### src/hdl/bitmap_shape_rasterizer_assert.svh
// assertion macros for the rasterizer
`ifndef BITMAP_SHAPE_RASTERIZER_ASSERT_SVH
`define BITMAP_SHAPE_RASTERIZER_ASSERT_SVH

`ifndef SYNTHESIS

`define BSR_ASSERT_SAME(label, clk, rst_n, ante, cons) \
    label: assert property (@(posedge clk) disable iff (!rst_n) (ante) |-> (cons)) \
        else $error("rasterizer check failed");

`define BSR_ASSERT_NEXT(label, clk, rst_n, ante, cons) \
    label: assert property (@(posedge clk) disable iff (!rst_n) (ante) |=> (cons)) \
        else $error("rasterizer check failed");

`else

`define BSR_ASSERT_SAME(label, clk, rst_n, ante, cons)

`define BSR_ASSERT_NEXT(label, clk, rst_n, ante, cons)

`endif

`endif

### src/hdl/bsr_pkg.sv
package bsr_pkg;

    localparam int DEF_CANVAS_ROWS = 32;
    localparam int DEF_CANVAS_COLS = 64;

    localparam int CMD_W   = 3;
    localparam int COORD_W = 6;
    localparam int IDX_W   = 5;
    localparam int PIX_W   = 64;

    typedef logic [CMD_W-1:0] cmd_t;

    localparam cmd_t CMD_CLEAR    = 3'd0;
    localparam cmd_t CMD_RECT     = 3'd1;
    localparam cmd_t CMD_LINE     = 3'd2;
    localparam cmd_t CMD_TRIANGLE = 3'd3;
    localparam cmd_t CMD_CIRCLE   = 3'd4;
    localparam cmd_t CMD_DISPLAY  = 3'd5;

    typedef struct packed {
        logic load;
        logic clear_all;
        logic issue;
    } ctl_t;

    // columns lo..hi inclusive, hi may run past the word
    function automatic logic [PIX_W-1:0] span_bits(
        input logic [COORD_W-1:0] lo,
        input logic [COORD_W:0]   hi
    );
        logic [PIX_W-1:0] bits;
        logic [COORD_W:0] col;
        bits = '0;
        for (int j = 0; j < PIX_W; j++)
        begin
            col = (COORD_W+1)'(j);
            bits[j] = (col >= {1'b0, lo}) && (col <= hi);
        end
        return bits;
    endfunction

endpackage

### src/hdl/bsr_ctrl.sv
module bsr_ctrl #(
    parameter int CANVAS_ROWS = bsr_pkg::DEF_CANVAS_ROWS,
    parameter int ROW_W = (CANVAS_ROWS > 1) ? $clog2(CANVAS_ROWS) : 1
) (
    input  logic                clk,
    input  logic                rst_n,
    input  logic                start,
    input  bsr_pkg::cmd_t       cmd,
    output logic                busy,
    output bsr_pkg::ctl_t       ctl,
    output logic [ROW_W-1:0]    rd_row
);

    import bsr_pkg::*;

    localparam logic [1:0] ST_IDLE  = 2'd0;
    localparam logic [1:0] ST_RUN   = 2'd1;
    localparam logic [1:0] ST_DRAIN = 2'd2;

    localparam logic [ROW_W-1:0] LAST_ROW = ROW_W'(CANVAS_ROWS - 1);

    logic [1:0]       state_reg, state_next;
    logic [ROW_W-1:0] cnt_reg, cnt_next;
    logic             accept;
    logic             is_walk;

    assign accept = start && (state_reg == ST_IDLE);
    assign is_walk = (cmd == CMD_RECT) || (cmd == CMD_LINE) || (cmd == CMD_TRIANGLE)
                  || (cmd == CMD_CIRCLE) || (cmd == CMD_DISPLAY);

    always_comb
    begin
        state_next = state_reg;
        cnt_next = cnt_reg;
        case (state_reg)
            ST_IDLE:
            begin
                cnt_next = '0;
                if (accept && is_walk)
                begin
                    state_next = ST_RUN;
                end
            end
            ST_RUN:
            begin
                cnt_next = cnt_reg + 1'b1;
                if (cnt_reg == LAST_ROW)
                begin
                    state_next = ST_DRAIN;
                end
            end
            ST_DRAIN:
            begin
                state_next = ST_IDLE;
            end
            default:
            begin
                state_next = ST_IDLE;
            end
        endcase
    end

    always_ff @(posedge clk or negedge rst_n)
    begin
        if (!rst_n)
        begin
            state_reg <= ST_IDLE;
            cnt_reg <= '0;
        end
        else
        begin
            state_reg <= state_next;
            cnt_reg <= cnt_next;
        end
    end

    assign busy = (state_reg != ST_IDLE);
    assign rd_row = cnt_reg;
    assign ctl.load = accept && is_walk;
    assign ctl.clear_all = accept && (cmd == CMD_CLEAR);
    assign ctl.issue = (state_reg == ST_RUN);

endmodule

### config.mk
export PLATFORM = sky130hd
export DESIGN_NAME = bsr_ctrl
export DESIGN_NICKNAME = d
export VERILOG_FILES = /design/src/hdl/bitmap_shape_rasterizer_assert.svh /design/src/hdl/bsr_pkg.sv /design/src/hdl/bsr_ctrl.sv
export SDC_FILE = /design/constraint.sdc
export NUM_CORES = 1
export LEC_CHECK = 0
export ABC_AREA = 0
export BUFFER_PORTS_ARGS = -buffer_cell sky130_fd_sc_hd__buf_2
export CAP_MARGIN = 10
export CORE_AREA = 2 2 39 41
export DETAILED_ROUTE_END_ITERATION = 10
export DIE_AREA = 0 0 41 43
export PLACE_DENSITY = 0.58
export SYNTH_ARGS = -nofsm -noshare
export SYNTH_HDL_FRONTEND = slang
export SYNTH_SLANG_ARGS = --single-unit
### constraint.sdc
create_clock -name clk -period 1.8 [get_ports clk]
set_clock_uncertainty 0.15 [all_clocks]
set_input_delay 0.27 -clock clk [delete_from_list [all_inputs] [get_ports clk]]
set_output_delay 0.27 -clock clk [all_outputs]
set_load 0.005 [all_outputs]
# == Yosys cells after proc, flatten, opt, wreduce, memory -nomap -nowiden ==
# Index checks and enable logic that the tools add are counted.
# totals
regBits,7
input_bits,6
output_inout_bits,9
elab_cells,28
# classes
add_sub_neg,1
eq_ne,9
mux,4
reduce_logical,12
# op_table
op,count
$pmux 5 s2,1
$eq 3x2->1 const B,2
$eq 3x3->1 const B,2
$add 5x1->5 const B,1
$eq 5x5->1 const B,1
$logic_or 1x1->1,4
$mux 2,2
$pmux 2 s2,1
$reduce_bool 2->1,2
$eq 3x1->1 const B,1
$logic_and 1x1->1,3
$logic_not 3->1,1
$eq 2x1->1 const B,1
$logic_not 2->1,1
$ne 2x1->1 const B,1
$ne 2x2->1 const B,1
$reduce_and 2->1,1

# == Depth between registers and ports, before layout ==
# Gate-level depths: netlist of run 1.
# logic_depth
ltp_word,8
depth_mapped,4
depth_no_buf,4

# == Least setup slack after synthesis of run 1 ==
# OpenSTA, ideal clock, no wires.
# synth_timing
path_kind,reg2reg
from,register cnt_reg[0] (netlist: rd_row[0])
to,register cnt_reg[4] (netlist: rd_row[4])
setup_ps,121
arrival_time_ps,1207
t_required_ps,1529
slack_ps,322
stages_incl_launch_ff,5
n_path_buf,0
period_less_slack_ps,1478
path_cell_list,dfrtp_1 -> ha_1 -> and3_1 -> ha_1 -> a22o_1
# synth_via
elab_chain_cells,2
# synth_rtl
element,line_no,source
start: declaration,bsr_ctrl.sv:23,"logic [ROW_W-1:0] cnt_reg, cnt_next;"
start signal: assignment,bsr_ctrl.sv:73,cnt_reg <= cnt_next;
$add 5x1->5,bsr_ctrl.sv:46,cnt_next = cnt_reg + 1'b1;
$pmux 5 s2,bsr_ctrl.sv:35,case (state_reg)
# Every way passes these cells.
# A chain may end at the register's enable or synchronous reset.

==> results.toml, run 1 <==
[clocking]
ctsHoldBuffers = 1
cts-resized-gates = 0
root_buffer = "clkbuf_4"
path_clk_slew_ns = 0.05
cts_buffers = 3
cts_setup_buffers = 0
htree_levels = 1
clk_latency_ns = 0.24
cts_buffer_depth = 2
cts_tree = "yes"
clkSinkCount = 7

[die]
core_um2 = 1380
io_pins = 15
die_x_um = 41
initial_core_util_pct = 26.1
die_h_um = 43
fp.dieArea_um2 = 1760
core.rowCount = 14

[sta]
slew_viol_final = 0
fmax_ghz = 0.621
rsz0062_at_grt = "no"
fin_crit_sh_pct = 89.4
relSlewSlack_pct = 84.5
setup_viol = 0
min_period_ns = 1.61
worst_pin_slew_ns = 0.233
final-hold-violation-count = 0
fin_tns_setup_ns = 0

[routing]
drtIter0Drc = 9
via_per_inst = 4.52
ant_nets = 0
vias = 303
wirelength_um = 725
drc = 0
drtPass1Iterations = 4
wire_per_inst_um = 10.8

[hold_path]
holdPathStages = 3
hold_class = "in -> reg"

[critical_path]
crit_path_end_kind = "output port"
cp.required_ns = 1.38
critical_path_class = "reg -> out"
worst-path-buf-inv = 1
ff2ff_path_depth = 4
cp.arrival_ns = 1.19
critical-path-slowest-cell = "dfrtp_1"
critPathMaxStageDelay_ns = 0.45
path_cells = "nor2_1 -> nand2_1 -> nor2_1 -> buf_2"
worstSetupPathDepth = 4
startpoint_type = "register"
crit_family = "flip-flops"
path_common_cell = "nor2_1"
worst-path-max-fanout = 8

[layout]
synthToLayoutAreaGrowth_pct = 32.9
nNetsFinal = 60
design_area_um2 = 480
drive_above_1_share_pct = 39.2
diodes = 0
fillers = 160
largest_reg_flops = 5

[grt]
grt_pass1_wl_mm = 1.21
grt_pass1_vias = 285
grt-ovfl-total = 0
antenna_found_initial = 0
grt_max_degree = 9
grt_usage_pct = 10.6

[status]
status = "finished clean"

[synthesis]
synth.avg_cell_area_um2 = 11.0
synth.area.top_cells = "dfrtp_1 (48%), a22o_1 (7.3%), ha_1 (6.9%)"
syn_area_um2 = 362
synth_top_area_cell = "dfrtp_1"
syn-num-nets = 41
ys_seq_area_share_pct = 48.4
ys_seq_elements = 7
yosysUniqueCellTypes = 19
netlist.area_leader.share_pct = 48.4
syn_inst = 33
yosys_warnings = 0

[pwr]
leakage_nw = 0.255
p_total_w = 0.000626
max-vdd-ir-drop_uv = 412
p_per_area_nw_per_um2 = 1300

[placement]
gp_congestion = 0.655
hpwlAfterDp_um = 609
io_buffers = 14
placed_area_um2 = 444

[flow_run]
cap_violations = 0
-- worst paths after layout --
kind	startpoint	to	slack, ns
setup / recovery	state_reg[1]	ctl[2]	0.19
hold reg to reg	rd_row[4]	rd_row[4]	0.40
max in group asynchronous	rst_n	rd_row[3]	1.10
hold / removal	start	state_reg[0]	0.16
min in group asynchronous	rst_n	rd_row[2]	0.24
setup reg to reg	rd_row[0]	rd_row[4]	0.26
-- cells in the final DEF (no fill, tap or decap) --
cell	count
o21ai_0	1
nor2_1	2
nor3_1	1
a21o_1	1
a22o_1	3
nand2_1	3
o311ai_2	1
mux2i_1	1
nand3_1	2
nand2b_1	1
nand2b_4	1
dfrtp_1	7
inv_4	1
inv_1	1
o22ai_1	1
clkbuf_4	3
clkbuf_1	1
and3_1	2
buf_2	14
and2_1	1
ha_1	2
dlygate4sd3_1	1
-- cells in the mapped netlist --
| master | count |
|---|---|
| mux2i_1 | 1 |
| nand3_1 | 2 |
| a21o_1 | 1 |
| o22ai_1 | 1 |
| ha_1 | 2 |
| nor3_1 | 1 |
| a22o_1 | 3 |
| o311ai_2 | 1 |
| buf_4 | 1 |
| nand2b_1 | 1 |
| dfrtp_1 | 7 |
| nand2b_4 | 1 |
| inv_1 | 1 |
| nand2_1 | 3 |
| and2_1 | 1 |
| nor2_1 | 2 |
| inv_4 | 1 |
| o21ai_0 | 1 |
| and3_1 | 2 |
-- per-layer routing --
metal / routed length [µm] / GRT usage, %
met3: 55 / 3.14
met4: 10 / 8.00
met5: 0 / 0
met1: 331 / 13.6
met2: 327 / 14.1
-- report_power, final --
| part | switching, W | leakage (nW) | internal [W] |
|---|---|---|---|
| Combinational | 0.0000922 | 0.153 | 0.000124 |
| Clock | 0.0000511 | 0.0150 | 0.0000842 |
| Sequential | 0.0000635 | 0.0872 | 0.000211 |
| Total | 0.000207 | 0.255 | 0.000419 |
-- cell families after synthesis --
kind of cell | after synthesis | share of synthesized area (%)
compound gates | 7 | 17.0
mux | 1 | 2.77
fa+ha+maj | 2 | 6.92
simple gates | 13 | 20.1
flops | 7 | 48.4
buf+inv | 3 | 4.85
-- layout make-up --
cell class	count	area, µm²	share of cell area (%)
Clock buffer	4	26.3	5.47
Inverter	2	10.0	2.08
Multi-Input combinational cell	23	169	35.2
Sequential cell	7	175	36.5
Tap cell	16	20.0	4.17
Timing Repair Buffer	15	80.1	16.7
-- through the flow --
stage                     utilization, %  setup slack (ns)  hold WS (ns)  cells
after floorplan                        -             0.322        -0.176     33
after global placement              32.1             0.327       -0.0395     62
after detailed placement            32.1             0.264       -0.0375     62
after CTS                           34.7             0.167         0.152     67
after global routing                34.7            0.0783         0.173     67
final                               34.7             0.190         0.160     67
-- worst min-delay path: cells and delay by family --
family	cells	cell delay, ns
buffers and inverters	1	0.10
AND/OR/NAND/NOR	1	0.07
AO/OA/AOI/OAI	1	0.07
Note: power is estimated with default switching activity, not from simulation.
==> run 2, diff against run 1 <==
CELL_PAD_IN_SITES_DETAIL_PLACEMENT = 0   (was default)
CELL_PAD_IN_SITES_GLOBAL_PLACEMENT = 1   (was default)
PLACE_DENSITY = 0.71   (was 0.58)
==> results.toml, run 2 (same netlist as run 1, synthesis figures left out) <==
[hold_path]
min_to = "state_reg[0]"
hold_class = "in -> reg"
min_from = "start"
holdPathStages = 3

[grt]
grt_max_degree = 9
grt_pass1_vias = 263
grt_usage_pct = 10.1
grt_pass1_wl_mm = 1.12
grt-ovfl-total = 0
antenna_found_initial = 0

[pwr]
combPwrFrac_pct = 33.9
clock_power_share_pct = 22.7
max-vdd-ir-drop_uv = 291
p_seq_share_pct = 43.4
p_sw_w = 0.000215
leakage_nw = 0.255
p_int_w = 0.000420
p_sw_share_pct = 33.9
p_per_area_nw_per_um2 = 1320
p_total_w = 0.000635

[routing]
vias = 310
drtIter0Drc = 1
drc = 0
wire_per_inst_um = 11.4
wirelength_um = 761
via_per_inst = 4.63
drtPass1Iterations = 2
ant_nets = 0

[clocking]
htree_levels = 1
cts-resized-gates = 0
clkSinkCount = 7
cts_buffers = 3
cts_setup_buffers = 0
clk_latency_ns = 0.25
cts_buffer_depth = 2
cts_tree = "yes"
root_buffer = "clkbuf_4"
ctsHoldBuffers = 1
path_clk_slew_ns = 0.05

[layout]
multi_input_comb_area_um2 = 169
stdcell_count = 67
final_common_cell = "buf_2"
diodes = 0
largest_reg_flops = 5
nNetsFinal = 60
regArea_um2 = 175
fillers = 154
final_cell_mix = "buf_2 (14), dfrtp_1 (7), nand2_1 (3), a22o_1 (3), clkbuf_4 (3)"
synthToLayoutAreaGrowth_pct = 32.9
drive_above_1_share_pct = 39.2
utilization_pct = 34.7

[sta]
fin_tns_setup_ns = 0
worst_pin_slew_ns = 0.223
slew_viol_final = 0
worst_slack_ns = 0.164
final-hold-violation-count = 0
relSlewSlack_pct = 85.0
fmax_ghz = 0.611
fin_crit_sh_pct = 90.9
min_period_ns = 1.64
rsz0062_at_grt = "no"
setup_viol = 0

[placement]
place_ws_ns = 0.285
place_inst = 62
hpwlAfterDp_um = 588
gp_congestion = 0.632
io_buffers = 14

[die]
die_h_um = 43
io_pins = 15
core_um2 = 1380
die_x_um = 41
core.rowCount = 14
fp.dieArea_um2 = 1760
initial_core_util_pct = 26.1

[critical_path]
ff2ff_path_depth = 4
cp.required_ns = 1.38
reg2reg_slack_ns = 0.28
crit_path_end_kind = "output port"
cp.arrival_ns = 1.22
worst-path-max-fanout = 8
rr_endpoint = "rd_row[4]"
critPathMaxStageDelay_ns = 0.45
path_cells = "nor2_1 -> nand2_1 -> nor2_1 -> buf_2"
critical-path-slowest-cell = "dfrtp_1"
crit-reg2reg-launch = "rd_row[0]"
path_common_cell = "nor2_1"
startpoint_type = "register"
critical_path_class = "reg -> out"

[status]
status = "finished clean"

[flow_run]
cap_violations = 0
[run 2: cell counts in the layout (fill, tap and decap cells not counted)]
Identical to the previous run, type by type.
[run 2: per-layer routing]
layer / part of all wire (%) / global-route usage [%]
met1: 46 / 12.9
met2: 42 / 12.2
met3: 9.2 / 1.57
met4: 3.4 / 12.0
met5: 0 / 0
[run 2: power by group through the flow]
stage | registers [W] | logic (W) | clock network [W]
6_report | 0.000276 | 0.000216 | 0.000144
2_1_floorplan | 0.000273 | 0.000134 | 0
5_1_grt | 0.000289 | 0.000243 | 0.000162
4_1_cts | 0.000278 | 0.000221 | 0.000153
3_3_place_gp | 0.000278 | 0.000218 | 0
3_5_place_dp | 0.000281 | 0.000219 | 0
[run 2: critical path, delay by kind of cell, from the launching register on]
kind / cells / cell delay (ns)
DFF: 1 / 0.45
and+or+nand+nor: 3 / 0.41
buffers and inverters: 1 / 0.11
[run 2: layout make-up]
cell class | instances | share of cell area [%]
Clock buffer | 4 | 5.47
Inverter | 2 | 2.08
Sequential cell | 7 | 36.5
Multi-Input combinational cell | 23 | 35.2
Tap cell | 16 | 4.17
Timing Repair Buffer | 15 | 16.7
[run 2: through the flow]
step / cell area [µm²] / hold slack, ns
finish: 480 / 0.153
global route: 480 / 0.173
CTS: 480 / 0.143
detailed placement: 444 / -0.0318
global placement: 444 / -0.0390
floorplan: 362 / -0.176
[run 2: worst max-delay path by stage]
stage / start / end / slack, ns / cells after the start
4_1_cts: state_reg[1] / ctl[2] / 0.15 / 4
3_5_place_dp: rd_row[0] / rd_row[4] / 0.29 / 4
3_3_place_gp: rd_row[0] / rd_row[4] / 0.32 / 4
2_1_floorplan: rd_row[0] / rd_row[4] / 0.32 / 4
5_1_grt: state_reg[1] / ctl[2] / 0.05 / 4
6_report: state_reg[1] / ctl[2] / 0.16 / 4
==> run 3, diff against run 2 <==
==> constraint.sdc (replaced) <==
create_clock -name clk -period 1.8 [get_ports clk]
set_clock_uncertainty 0.15 [all_clocks]
set_input_delay 0.54 -clock clk [delete_from_list [all_inputs] [get_ports clk]]
set_output_delay 0.54 -clock clk [all_outputs]
set_load 0.005 [all_outputs]
==> results.toml, run 3 (same netlist as run 1, synthesis figures left out) <==
[status]
status = "finished clean"

[placement]
place_inst = 64
hpwlAfterDp_um = 595
io_buffers = 14
gp_congestion = 0.649

[hold_path]
hold_class = "reg -> reg"
min_to = "rd_row[0]"
holdPathStages = 1
min_from = "rd_row[0]"

[grt]
grt_use_met3_pct = 3.14
grt_pass1_wl_mm = 1.32
grt_usage_pct = 11.4
grt_pass1_vias = 319
grt_max_degree = 8
grt_busiest_layer = "met2"
use_met2_pct = 17.2
met1_usage_pct = 13.1
grt-ovfl-total = 0
antenna_found_initial = 0

[die]
core.rowCount = 14
initial_core_util_pct = 26.1
die_x_um = 41
die_h_um = 43
core_um2 = 1380
io_pins = 15
fp.dieArea_um2 = 1760

[layout]
nNetsFinal = 67
fillers = 148
largest_reg_flops = 5
stdcell_count = 74
drive_above_1_share_pct = 50.0
diodes = 0
final_common_cell = "buf_2"
synthToLayoutAreaGrowth_pct = 54.7
utilization_pct = 40.4
final_cell_mix = "buf_2 (12), buf_4 (7), dfrtp_1 (7)"

[sta]
setup_viol = 0
rsz0062_at_grt = "yes"
slew_viol_final = 0
fin_tns_setup_ns = 0
min_period_ns = 1.79
fin_crit_sh_pct = 99.3
relSlewSlack_pct = 86.7
fmax_ghz = 0.559
hold_slack_ns = 0.392
final-hold-violation-count = 0
worst_pin_slew_ns = 0.199

[critical_path]
reg2reg_slack_ns = 0.28
worst-path-max-fanout = 2
crit_path_end_kind = "output port"
rr_endpoint = "rd_row[4]"
cp.required_ns = 1.11
critical-path-slowest-cell = "nor3_4"
critical_path_class = "in -> out"
critPathMaxStageDelay_ns = 0.18
cp.arrival_ns = 1.10
crit-reg2reg-launch = "rd_row[0]"
ff2ff_path_depth = 4
path_cells = "buf_6 -> nor3_4 -> a21o_1 -> nor2_1 -> buf_2"
startpoint_type = "primary input"

[clocking]
path_clk_slew_ns = 0.05
clkSinkCount = 7
htree_levels = 1
cts_buffer_depth = 2
cts_buffers = 3
cts_tree = "yes"
clk_latency_ns = 0.25
root_buffer = "clkbuf_4"

[routing]
drc = 0
wirelength_um = 788
via_per_inst = 4.57
drtIter0Drc = 0
vias = 338
wire_per_inst_um = 10.6
ant_nets = 0
drtPass1Iterations = 1

[pwr]
max-vdd-ir-drop_uv = 349
p_per_area_nw_per_um2 = 1170
leakage_nw = 0.300
p_total_w = 0.000654

[flow_run]
cap_violations = 0
run 3: cell count changes in the layout (fill, tap and decap cells not counted), sizes merged:
cell	before	now
buf	14	21
run 3: routing by layer:
| metal | up-vias | wire length, µm |
|---|---|---|
| met1 | 154 | 309 |
| met5 | - | 0 |
| met2 | 14 | 412 |
| li1 | 170 | - |
| met4 | 0 | 0 |
| met3 | 0 | 66 |
run 3: how the worst max path moves through the flow:
stage	cells after the start	startpoint	slack (ns)	endpoint
3_3_place_gp	4	cmd[1]	-0.05	ctl[1]
4_1_cts	5	cmd[0]	0.0007	ctl[2]
6_report	5	cmd[0]	0.01	ctl[2]
3_5_place_dp	4	cmd[1]	-0.08	ctl[1]
2_1_floorplan	2	cmd[1]	0.19	ctl[1]
5_1_grt	4	state_reg[1]	-0.09	ctl[2]
run 3: through the flow:
step,cell area [µm²],setup slack (ns)
6_report,559,0.0119
3_3_place_gp,459,-0.0485
2_1_floorplan,362,0.187
3_5_place_dp,459,-0.0787
4_1_cts,546,0.000697
5_1_grt,559,-0.0930
run 3: final cells by class:
type	count	area [µm²]	area share [%]
Clock buffer	4	26.3	4.70
Inverter	2	10.0	1.79
Multi-Input combinational cell	23	183	32.7
Sequential cell	7	175	31.3
Tap cell	16	20.0	3.58
Timing Repair Buffer	22	145	26.0
run 3: power by group:
group	switching (W)	internal, W
Sequential	0.0000582	0.000211
Clock	0.0000569	0.0000845
Combinational	0.0000994	0.000144
Total	0.000215	0.000440
run 3: critical path, delay by kind of cell:
| family | cells | cell delay [ns] |
|---|---|---|
| AOI/OAI and AO/OA | 1 | 0.12 |
| buffers and inverters | 2 | 0.20 |
| and+or+nand+nor | 2 | 0.23 |
run 3: timing repair:
| action | CTS | global route |
|---|---|---|
| hold endpoints to repair | 7 | 0 |
| endpoints found under the setup margin | 2 | 2 |
| buffers inserted | 4 | 1 |
| pin swaps | 2 | 1 |
| hold buffers | 1 | 0 |
| resized for setup | 4 | 1 |
